**src/stt_pkg.sv**
```systemverilog
// Package for the scaled timer table: op codes, result kinds, FSM states, command and status structs.
// No dependencies.
package stt_pkg;
    localparam int NUM_SLOTS_DEF = 16;
    localparam logic [23:0] MAX_DELTA_RST = 24'd100000;
    localparam logic [15:0] SCALE_ONE = 16'd256;

    typedef enum logic [3:0] {
        OP_TICK = 4'd0, OP_ADD = 4'd1, OP_CANCEL = 4'd2, OP_PAUSE = 4'd3,
        OP_RESUME = 4'd4, OP_STEP = 4'd5, OP_SET_SCALE = 4'd6,
        OP_SMOOTH = 4'd7, OP_CANCEL_SMOOTH = 4'd8
    } t_op;

    typedef enum logic [1:0] {
        KIND_SUMMARY = 2'd0, KIND_FIRED = 2'd1, KIND_ACK = 2'd2
    } t_kind;

    typedef enum logic [2:0] {
        ST_IDLE, ST_DIV, ST_SCALE, ST_WALK, ST_SUMMARY, ST_ACK
    } t_state;

    // Controller to datapath commands
    typedef struct packed {
        logic start_op;   // latch input item, run op effects (tick budget and ramp update)
        logic div_step;   // one divider step
        logic scale_calc; // finish ramp, compute scaled delta
        logic walk_step;  // process current slot
        logic emit;       // load output register
        logic [1:0] kind;
        logic last;
    } t_cmd;

    // Datapath to controller status
    typedef struct packed {
        logic is_tick;
        logic need_div;
        logic div_done;
        logic walk_done;
        logic slot_fires;
        logic out_busy;
    } t_sts;
endpackage

```
**src/scaled_timer_table.sv**
```systemverilog
// Scaled timer table: a table of countdown timers with pause, step and scale ramp.
// Flow: an item is latched in idle; a non-tick op then goes from the divide state to the
// ack state, a tick runs the ramp divider (while a ramp is in progress), scale, slot walk
// and summary states. One item at a time: the next is taken in the cycle after the last
// result is loaded; a stalled result channel holds the walk and the final result.
// Reset: synchronous active-low; slots freed, scale 1.0, max_delta_us 100000.
module scaled_timer_table #(
    parameter int NUM_SLOTS = stt_pkg::NUM_SLOTS_DEF
) (
    input  logic         i_clk,
    input  logic         i_rst_n,
    input  logic         i_cfg_we,
    input  logic [23:0]  i_cfg_wdata,
    input  logic         s_axis_tvalid,
    output logic         s_axis_tready,
    // op[3:0], elapsed_us[27:4], slot[31:28], duration_us[63:32], interval_us[95:64],
    // use_unscaled[96], scale_value[112:97], step_us[136:113], zero fill to 144
    input  logic [143:0] s_axis_tdata,
    output logic         m_axis_tvalid,
    input  logic         m_axis_tready,
    // fired_slot[3:0], scaled_delta_us[35:4], raw_delta_us[59:36], current_scale[75:60]
    output logic [79:0]  m_axis_tdata,
    // kind[1:0]
    output logic [1:0]   m_axis_tuser,
    output logic         m_axis_tlast
);
    logic [23:0] r_max_delta;
    stt_pkg::t_cmd cmd;
    stt_pkg::t_sts sts;
    logic [3:0]  fslot;
    logic [31:0] sc;
    logic [23:0] rw;
    logic [15:0] cs;

    // Hold the clamp register
    always_ff @(posedge i_clk) begin
        if (!i_rst_n) begin
            r_max_delta <= stt_pkg::MAX_DELTA_RST;
        end else if (i_cfg_we) begin
            r_max_delta <= i_cfg_wdata;
        end
    end

    stt_ctrl u_ctrl (
        .i_clk(i_clk), .i_rst_n(i_rst_n), .i_in_valid(s_axis_tvalid),
        .o_in_ready(s_axis_tready), .i_sts(sts), .o_cmd(cmd)
    );

    stt_dp #(.NUM_SLOTS(NUM_SLOTS)) u_dp (
        .i_clk(i_clk), .i_rst_n(i_rst_n), .i_max_delta(r_max_delta),
        .i_op(s_axis_tdata[3:0]), .i_elapsed_us(s_axis_tdata[27:4]),
        .i_slot(s_axis_tdata[31:28]), .i_duration_us(s_axis_tdata[63:32]),
        .i_interval_us(s_axis_tdata[95:64]), .i_use_unscaled(s_axis_tdata[96]),
        .i_scale_value(s_axis_tdata[112:97]), .i_step_us(s_axis_tdata[136:113]),
        .i_cmd(cmd), .o_sts(sts), .i_out_ready(m_axis_tready),
        .o_out_valid(m_axis_tvalid), .o_kind(m_axis_tuser), .o_fired_slot(fslot),
        .o_scaled_delta(sc), .o_raw_delta(rw), .o_current_scale(cs),
        .o_last(m_axis_tlast)
    );

    assign m_axis_tdata = {4'd0, cs, rw, sc, fslot};

`ifndef ASSERT_OFF
    // A new item is never taken while a non-last result is pending in the output
    a_no_accept_busy: assert property (@(posedge i_clk) disable iff (!i_rst_n)
        s_axis_tvalid && s_axis_tready |-> !(m_axis_tvalid && !m_axis_tlast))
        else $error("item accepted mid-result");
    // Acknowledge results always close the item
    a_ack_last: assert property (@(posedge i_clk) disable iff (!i_rst_n)
        m_axis_tvalid && m_axis_tuser == stt_pkg::KIND_ACK |-> m_axis_tlast)
        else $error("ack without last");
    // Fired results never carry last
    a_fire_nolast: assert property (@(posedge i_clk) disable iff (!i_rst_n)
        m_axis_tvalid && m_axis_tuser == stt_pkg::KIND_FIRED |-> !m_axis_tlast)
        else $error("fired result with last");
`endif
endmodule

```
**src/stt_ctrl.sv**
```systemverilog
// Controller FSM for the scaled timer table.
// Depends on stt_pkg.
module stt_ctrl (
    input  logic            i_clk,
    input  logic            i_rst_n,
    input  logic            i_in_valid,
    output logic            o_in_ready,
    input  stt_pkg::t_sts   i_sts,
    output stt_pkg::t_cmd   o_cmd
);
    stt_pkg::t_state r_state, n_state;

    // Hold state
    always_ff @(posedge i_clk) begin
        if (!i_rst_n) begin
            r_state <= stt_pkg::ST_IDLE;
        end else begin
            r_state <= n_state;
        end
    end

    // Next state and commands
    always_comb begin
        n_state = r_state;
        o_cmd = '0;
        o_in_ready = 1'b0;
        unique case (r_state)
            stt_pkg::ST_IDLE: begin
                o_in_ready = 1'b1;
                if (i_in_valid) begin
                    o_cmd.start_op = 1'b1;
                    n_state = stt_pkg::ST_DIV;
                end
            end
            stt_pkg::ST_DIV: begin
                if (!i_sts.is_tick) begin
                    n_state = stt_pkg::ST_ACK;
                end else if (i_sts.need_div) begin
                    if (i_sts.div_done) begin
                        n_state = stt_pkg::ST_SCALE;
                    end else begin
                        o_cmd.div_step = 1'b1;
                    end
                end else begin
                    n_state = stt_pkg::ST_SCALE;
                end
            end
            stt_pkg::ST_SCALE: begin
                o_cmd.scale_calc = 1'b1;
                n_state = stt_pkg::ST_WALK;
            end
            stt_pkg::ST_WALK: begin
                if (i_sts.walk_done) begin
                    n_state = stt_pkg::ST_SUMMARY;
                end else if (!(i_sts.slot_fires && i_sts.out_busy)) begin
                    o_cmd.walk_step = 1'b1;
                    o_cmd.emit = i_sts.slot_fires;
                    o_cmd.kind = stt_pkg::KIND_FIRED;
                end
            end
            stt_pkg::ST_SUMMARY: begin
                if (!i_sts.out_busy) begin
                    o_cmd.emit = 1'b1;
                    o_cmd.kind = stt_pkg::KIND_SUMMARY;
                    o_cmd.last = 1'b1;
                    n_state = stt_pkg::ST_IDLE;
                end
            end
            stt_pkg::ST_ACK: begin
                if (!i_sts.out_busy) begin
                    o_cmd.emit = 1'b1;
                    o_cmd.kind = stt_pkg::KIND_ACK;
                    o_cmd.last = 1'b1;
                    n_state = stt_pkg::ST_IDLE;
                end
            end
            default: n_state = stt_pkg::ST_IDLE;
        endcase
    end
endmodule

```
**src/stt_dp.sv**
```systemverilog
// Datapath for the scaled timer table: slot memory, ramp divider, output register.
// Depends on stt_pkg.
module stt_dp #(
    parameter int NUM_SLOTS = stt_pkg::NUM_SLOTS_DEF
) (
    input  logic            i_clk,
    input  logic            i_rst_n,
    input  logic [23:0]     i_max_delta,
    input  logic [3:0]      i_op,
    input  logic [23:0]     i_elapsed_us,
    input  logic [3:0]      i_slot,
    input  logic [31:0]     i_duration_us,
    input  logic [31:0]     i_interval_us,
    input  logic            i_use_unscaled,
    input  logic [15:0]     i_scale_value,
    input  logic [23:0]     i_step_us,
    input  stt_pkg::t_cmd   i_cmd,
    output stt_pkg::t_sts   o_sts,
    input  logic            i_out_ready,
    output logic            o_out_valid,
    output logic [1:0]      o_kind,
    output logic [3:0]      o_fired_slot,
    output logic [31:0]     o_scaled_delta,
    output logic [23:0]     o_raw_delta,
    output logic [15:0]     o_current_scale,
    output logic            o_last
);
    localparam int SW = (NUM_SLOTS > 1) ? $clog2(NUM_SLOTS) : 1;
    localparam int CW = $clog2(NUM_SLOTS + 1);
    localparam logic [33:0] REM_MIN = 34'h2_0000_0000;

    // Slot tables
    logic [NUM_SLOTS-1:0] r_valid;
    logic [33:0] r_rem [NUM_SLOTS];
    logic [31:0] r_period [NUM_SLOTS];
    logic [NUM_SLOTS-1:0] r_rawt;

    logic        r_paused;
    logic [31:0] r_budget;
    logic [15:0] r_scale;
    logic        r_ramp_on;
    logic [15:0] r_ramp_start, r_ramp_target;
    logic [31:0] r_ramp_len, r_ramp_el;

    logic        r_is_tick;
    logic        r_need_div;
    logic        r_use_scale;
    logic [23:0] r_raw;
    logic [31:0] r_scaled;
    logic [CW-1:0] r_idx;

    // Restoring divider: (diff * e) / len, 48-bit dividend
    logic [47:0] r_quo;
    logic [31:0] r_rem_d;
    logic [5:0]  r_div_cnt;
    logic        r_ramp_done;

    logic        r_out_valid;
    logic [1:0]  r_kind;
    logic [3:0]  r_fslot;
    logic [31:0] r_osc;
    logic [23:0] r_oraw;
    logic [15:0] r_oscale;
    logic        r_olast;

    logic [23:0] raw_clamp, raw_sel;
    logic [31:0] use_amt;
    logic [32:0] el_sum;
    logic [31:0] el_new;
    logic [15:0] diff;
    logic [32:0] rem_trial;
    logic [SW-1:0] widx;
    logic [33:0] cur_rem, sub_amt, rem_sub, rem_after;
    logic        sat, fires;
    logic [32:0] bud_sum;
    logic [15:0] scale_new;
    logic [39:0] scaled_prod;
    logic        slot_ok;

    always_comb begin
        raw_clamp = (i_elapsed_us < i_max_delta) ? i_elapsed_us : i_max_delta;
        use_amt = (r_budget < {8'd0, raw_clamp}) ? r_budget : {8'd0, raw_clamp};
        raw_sel = (r_paused && r_budget != 32'd0) ? use_amt[23:0] : raw_clamp;
        el_sum = {1'b0, r_ramp_el} + {9'd0, raw_sel};
        el_new = el_sum[32] ? 32'hFFFF_FFFF : el_sum[31:0];
        diff = (r_ramp_target >= r_ramp_start) ? (r_ramp_target - r_ramp_start)
                                                : (r_ramp_start - r_ramp_target);
        rem_trial = {r_rem_d, r_quo[47]};
        widx = r_idx[SW-1:0];
        cur_rem = r_rem[widx];
        sub_amt = r_rawt[widx] ? {10'd0, r_raw} : {2'd0, r_scaled};
        rem_sub = cur_rem - sub_amt;
        // saturate when the signed result wrapped past the negative bound
        sat = cur_rem[33] && !rem_sub[33];
        rem_after = sat ? REM_MIN : rem_sub;
        fires = rem_after[33] || (rem_after == 34'd0);
        bud_sum = {1'b0, r_budget} + {9'd0, i_step_us};
        // scale after the ramp update of this tick
        scale_new = r_ramp_done ? r_ramp_target
                  : !r_need_div ? r_scale
                  : (r_ramp_target >= r_ramp_start) ? (r_ramp_start + r_quo[15:0])
                                                     : (r_ramp_start - r_quo[15:0]);
        scaled_prod = {16'd0, r_raw} * {24'd0, scale_new};
        slot_ok = ({28'd0, i_slot} < 32'(NUM_SLOTS));
    end

    // Control state
    always_ff @(posedge i_clk) begin
        if (!i_rst_n) begin
            r_valid <= '0;
            r_paused <= 1'b0;
            r_budget <= '0;
            r_scale <= stt_pkg::SCALE_ONE;
            r_ramp_on <= 1'b0;
            r_ramp_start <= '0;
            r_ramp_target <= '0;
            r_ramp_len <= '0;
            r_ramp_el <= '0;
            r_out_valid <= 1'b0;
            r_is_tick <= 1'b0;
            r_need_div <= 1'b0;
            r_ramp_done <= 1'b0;
            r_div_cnt <= '0;
            r_idx <= '0;
        end else begin
            if (r_out_valid && i_out_ready) r_out_valid <= 1'b0;
            if (i_cmd.emit) r_out_valid <= 1'b1;
            if (i_cmd.start_op) begin
                r_is_tick <= (i_op == stt_pkg::OP_TICK);
                r_need_div <= 1'b0;
                r_ramp_done <= 1'b0;
                r_idx <= '0;
                r_div_cnt <= '0;
                unique case (i_op)
                    stt_pkg::OP_TICK: begin
                        if (!r_paused || r_budget != 32'd0) begin
                            if (r_paused) r_budget <= r_budget - use_amt;
                            if (r_ramp_on) begin
                                r_ramp_el <= el_new;
                                if (el_new >= r_ramp_len) begin
                                    r_ramp_on <= 1'b0;
                                    r_ramp_done <= 1'b1;
                                end else begin
                                    r_need_div <= 1'b1;
                                end
                            end
                        end
                    end
                    stt_pkg::OP_ADD: if (slot_ok) r_valid[i_slot[SW-1:0]] <= 1'b1;
                    stt_pkg::OP_CANCEL: if (slot_ok) r_valid[i_slot[SW-1:0]] <= 1'b0;
                    stt_pkg::OP_PAUSE: r_paused <= 1'b1;
                    stt_pkg::OP_RESUME: begin
                        r_paused <= 1'b0;
                        r_budget <= '0;
                    end
                    stt_pkg::OP_STEP: if (r_paused)
                        r_budget <= bud_sum[32] ? 32'hFFFF_FFFF : bud_sum[31:0];
                    stt_pkg::OP_SET_SCALE: r_scale <= i_scale_value;
                    stt_pkg::OP_SMOOTH: begin
                        r_ramp_start <= r_scale;
                        r_ramp_target <= i_scale_value;
                        r_ramp_len <= i_duration_us;
                        r_ramp_el <= '0;
                        r_ramp_on <= (i_duration_us != 32'd0);
                        if (i_duration_us == 32'd0) r_scale <= i_scale_value;
                    end
                    stt_pkg::OP_CANCEL_SMOOTH: r_ramp_on <= 1'b0;
                    default: ;
                endcase
            end
            if (i_cmd.div_step) r_div_cnt <= r_div_cnt + 6'd1;
            if (i_cmd.scale_calc) r_scale <= scale_new;
            if (i_cmd.walk_step) begin
                r_idx <= r_idx + CW'(1);
                if (r_valid[widx] && fires && r_period[widx] == 32'd0)
                    r_valid[widx] <= 1'b0;
            end
        end
    end

    // Payload registers
    always_ff @(posedge i_clk) begin
        if (i_cmd.start_op) begin
            r_raw <= (i_op == stt_pkg::OP_TICK) ? raw_sel : 24'd0;
            r_use_scale <= !r_paused || r_budget != 32'd0;
            if (r_ramp_on && !(el_new >= r_ramp_len)) begin
                r_quo <= {16'd0, diff} * {16'd0, el_new};
                r_rem_d <= '0;
            end
            if (i_op == stt_pkg::OP_ADD && slot_ok) begin
                r_rem[i_slot[SW-1:0]] <= {2'd0, i_duration_us};
                r_period[i_slot[SW-1:0]] <= i_interval_us;
                r_rawt[i_slot[SW-1:0]] <= i_use_unscaled;
            end
        end
        if (i_cmd.div_step) begin
            if (rem_trial >= {1'b0, r_ramp_len}) begin
                r_rem_d <= 32'(rem_trial - {1'b0, r_ramp_len});
                r_quo <= {r_quo[46:0], 1'b1};
            end else begin
                r_rem_d <= rem_trial[31:0];
                r_quo <= {r_quo[46:0], 1'b0};
            end
        end
        // Scaled delta uses the scale after the ramp update; zero while paused without budget
        if (i_cmd.scale_calc) r_scaled <= r_use_scale ? scaled_prod[39:8] : 32'd0;
        if (i_cmd.walk_step && r_valid[widx])
            r_rem[widx] <= (fires && r_period[widx] != 32'd0)
                           ? rem_after + {2'd0, r_period[widx]} : rem_after;
        if (i_cmd.emit) begin
            r_kind <= i_cmd.kind;
            r_fslot <= (i_cmd.kind == stt_pkg::KIND_FIRED) ? 4'(widx) : 4'd0;
            r_osc <= (i_cmd.kind == stt_pkg::KIND_ACK) ? 32'd0 : r_scaled;
            r_oraw <= (i_cmd.kind == stt_pkg::KIND_ACK) ? 24'd0 : r_raw;
            r_oscale <= r_scale;
            r_olast <= i_cmd.last;
        end
    end

    always_comb begin
        o_sts.is_tick = r_is_tick;
        o_sts.need_div = r_need_div;
        o_sts.div_done = (r_div_cnt == 6'd48);
        o_sts.walk_done = (r_idx == CW'(NUM_SLOTS));
        o_sts.slot_fires = r_valid[widx] && fires;
        o_sts.out_busy = r_out_valid && !i_out_ready;
        o_out_valid = r_out_valid;
        o_kind = r_kind;
        o_fired_slot = r_fslot;
        o_scaled_delta = r_osc;
        o_raw_delta = r_oraw;
        o_current_scale = r_oscale;
        o_last = r_olast;
    end
endmodule

```
**config.mk**
```make
export PLATFORM = sky130hd
export DESIGN_NAME = scaled_timer_table
export DESIGN_NICKNAME = d
export VERILOG_FILES = /design/src/stt_pkg.sv /design/src/scaled_timer_table.sv /design/src/stt_ctrl.sv /design/src/stt_dp.sv
export SDC_FILE = /design/constraint.sdc
export NUM_CORES = 2
export LEC_CHECK = 0
export BUFFER_PORTS_ARGS = -buffer_cell sky130_fd_sc_hd__buf_2
export CELL_PAD_IN_SITES_DETAIL_PLACEMENT = 1
export CELL_PAD_IN_SITES_GLOBAL_PLACEMENT = 1
export CORE_UTILIZATION = 30
export DETAILED_ROUTE_END_ITERATION = 8
export PLACE_DENSITY = 0.59
export SLEW_MARGIN = 30
export SYNTH_ARGS = -nofsm -noshare
export SYNTH_HDL_FRONTEND = slang
export SYNTH_SLANG_ARGS = --single-unit
```
**constraint.sdc**
```tcl
create_clock -name i_clk -period 17.3 [get_ports i_clk]
set_clock_uncertainty 0.1 [all_clocks]
set_input_delay 0.865 -clock i_clk [delete_from_list [all_inputs] [get_ports i_clk]]
set_output_delay 0.865 -clock i_clk [all_outputs]
set_load 0.005 [all_outputs]
```
==> qor.txt <==
Number of global-route vias before repair: 77.1k
Worst path max stage delay: 0.73 ns
R2r startpoint: r_max_delta[0]$_SDFFE_PN0P_
Worst slew pin tran: 1.07 ns
Main synth FF type: edfxtp_1
Req. time, crit path: 17.79 ns
Avg Cell Area, Syn: 11.5 sq um
Final period utilization: 90.7%
Clk_lat worst skew: 0.92 ns
Die H: 583 microns
Min cycle time layout: 15.69 ns
RePlAce Congestion: 0.880
Routed len/inst: 25.5 microns
Cell mode on critical path: fa_1
# hold bufs at CTS: 0
# setup viols final: 0
WS Path Type: reg2reg
CTS tree: done
Clock slew at reported path FFs: 0.06 ns
Worst-case reg-to-reg path depth: 60
Final Hold Vio Count: 0
Total Neg Setup Slack: 0 ns
Post-placement cell count: 13.4k
GRT Total Usage: 20.6%
Synth-to-Final Area Change: 14.5%
Synth top area share: 38.2%
Core area: 335,000 sq um
Via count: 71.4k
Dpl hpwl: 252,000 microns
CTS Sinks: 1,496
VDD IR max: 83.4 uV
Slowest-stage cell, CP: dfxtp_1
Root buffer cell: clkbuf_16
TritonCTS buffer count: 178
Hold Startpoint: i_cfg_wdata[23]
Crit path to: u_dp.r_quo[47]$_DFFE_PP_
Achievable Freq: 63.7 MHz
Crit Path Max Fanout: 25
Seq. cell area: 42,900 sq um
Total Nets Final: 10.6k
H-tree depth: 4
Die Span X: 583 microns
Drt drc: 0
Initial antenna violation count: 56
Critical Path Source: r_max_delta[0]$_SDFFE_PN0P_
Post-synth cell types: 93
CTS max path bufs: 4
Final Non-Filler Cells: 13.8k
EDFF count, synth: 1,288
Worst Setup End Kind: flop
Row cnt: 212
Largest net degree at the start of global routing: 130
Initial Util: 30.2%
Post_cts resized: 0
Final wirelength: 352,000 microns
Worst slew margin: 26.3%
Ports: 258
Router iterations before antenna repair: 5
DP Area: 110,000 sq um
Max-Cap Viols: 0
# Post-CTS Setup Buffers: 0
Antenna viol nets, final: 0
Share of cells above drive strength 1: 15.1%
Yosys top cell by area: edfxtp_1
R2r setup slk: 1.61 ns
Multi-input gate area: 53,700 sq um
Pleak: 43.7 nW
Status: completed
Async SR Flop Fraction: 0%
Final instance area: 116,000 sq um
Syn. warnings: 0
Crit path arrival time: 16.18 ns
Vias/cell: 5.18
Mapped cell area: 101,000 sq um
RSZ-0062 raised after global routing: no
Synth area leaders: edfxtp_1 (38%), fa_1 (14%), mux4_2 (6.8%), ha_1 (6.5%), dfxtp_1 (4.1%)
Post-synthesis sequential area ratio: 42.3%
HP Class: in2reg
Die footprint: 340,000 sq um
First-pass GRT wire length: 520,000 microns
Total congestion overflow: 0
Buffers on Ports: 246
Reg-to-reg endpoint: u_dp.r_quo[47]$_DFFE_PP_
Synth Instances: 8,767
First DRT Iteration DRCs: 4,768
Final-report max-slew violation count: 0
Power Dens Cells: 87.1 nW/um^2
Fillers: 36.8k
#FFs+latches synth: 1,496
Startpoint Class: flop
-- through the flow --
stage / hold WS (ns) / power [mW] / worst slack (ns) / utilization, %
global placement: 0.340 / 6.26 / 0.827 / 32.8
CTS: 0.0723 / 10.2 / 1.50 / 34.6
global route: 0.134 / 10.5 / 0.655 / 34.6
finish: 0.152 / 10.1 / 1.61 / 34.6
detailed placement: 0.348 / 6.30 / 0.859 / 32.8
floorplan: 0.322 / 5.38 / 0.898 / -
-- worst min-delay path by stage --
stage                                                  end  slack [ns]  cells past startpoint
after floorplan             u_dp.r_div_cnt[5]$_SDFFE_PN0P_        0.32                      1
after global placement      u_dp.r_div_cnt[5]$_SDFFE_PN0P_        0.34                      1
after detailed placement  u_dp.r_ramp_len[23]$_SDFFE_PN0P_        0.35                      2
after CTS                     r_max_delta[20]$_SDFFE_PN0P_        0.07                      3
after global routing          r_max_delta[23]$_SDFFE_PN0P_        0.13                      3
final                         r_max_delta[23]$_SDFFE_PN0P_        0.15                      3
-- placed cells by master, fill, tap and decap left out, types with 128 or more instances in the layout --
master / n
fa_1: 732
ha_1: 527
xnor2_1: 147
edfxtp_1: 1288
nor2_1: 493
dfxtp_1: 203
a21oi_1: 416
mux4_2: 307
a21o_1: 145
inv_1: 988
buf_4: 347
nand2_1: 959
buf_2: 244
o21ai_0: 283
clkbuf_16: 183
nor2b_1: 128
and2_1: 231
-- power by group --
part	total [mW]	switching (mW)	internal (mW)
Sequential	3.99	0.0219	3.97
Combinational	2.26	1.38	0.885
Clock	3.83	1.61	2.23
Total	10.1	3.01	7.08
-- cell families after synthesis --
family,count (synthesis),synth area share [%]
compound gates,1430,9.03
xor+xnor,225,1.95
fa+ha+maj,1260,21.0
buf+inv,1426,5.45
flops,1496,42.3
mux,528,9.13
other cells,1,0.00370
simple gates,2401,11.1
-- layer usage --
layer / share of wire, % / global-route usage (%)
met1: 45 / 28.2
met2: 47 / 33.8
met3: 5.4 / 2.96
met4: 3.1 / 5.93
met5: 0.063 / 0
-- cell usage after synthesis (all sizes together) (35+ instances only) --
cell / n
nor2: 514
fa: 732
or3: 41
a31oi: 56
ha: 528
a22oi: 86
or2: 35
nor2b: 130
xnor2: 157
nor4: 44
o211ai: 37
o21bai: 38
nand2b: 106
mux4: 307
a21o: 145
dfxtp: 208
o21ai: 319
a21oi: 422
clkbuf: 320
nand3: 114
edfxtp: 1288
and2: 233
mux2: 94
buf: 101
inv: 989
xor2: 68
nor3: 76
and3: 37
nand4: 48
nand2: 961
mux2i: 127
o21a: 70
-- registers in the layout, indices dropped and copies added, names as in the netlist, 6 cells and up, named ones only --
| signal | flops |
|---|---|
| u_dp.o_raw_delta | 24 |
| u_dp.r_rawt | 16 |
| u_dp.r_rem | 544 |
| u_dp.r_div_cnt | 6 |
| u_dp.r_raw | 24 |
| u_dp.o_current_scale | 16 |
| u_dp.r_quo | 48 |
| u_dp.r_scaled | 32 |
| u_dp.r_valid | 16 |
| u_dp.o_scaled_delta | 32 |
| u_dp.r_ramp_el | 32 |
| u_dp.r_rem_d | 32 |
| u_dp.r_ramp_target | 16 |
| u_dp.r_ramp_len | 32 |
| u_dp.r_scale | 16 |
| u_dp.r_budget | 32 |
| r_max_delta | 24 |
| u_dp.r_ramp_start | 16 |
| u_dp.r_period | 512 |
-- worst max-delay path: cells and delay by family (launching register included) --
kind / cells / cell delay, ns
flip-flops: 1 / 0.73
multiplexers: 1 / 0.24
AO/OA/AOI/OAI: 32 / 7.55
XOR/XNOR: 1 / 0.15
AND/OR/NAND/NOR: 6 / 0.82
adder cells (fa/ha/maj): 10 / 4.24
buffers and inverters: 10 / 1.56
-- area by class of cell --
type | count | share of cell area (%)
Timing Repair Buffer | 600 | 3.43
Inverter | 1005 | 3.26
Antenna cell | 21 | 0.0453
Multi-Input combinational cell | 5848 | 46.4
Tap cell | 4494 | 4.85
Clock inverter | 100 | 0.908
Sequential cell | 1496 | 37.0
Clock buffer | 227 | 4.17
Note: power is estimated with default switching activity, not from simulation.
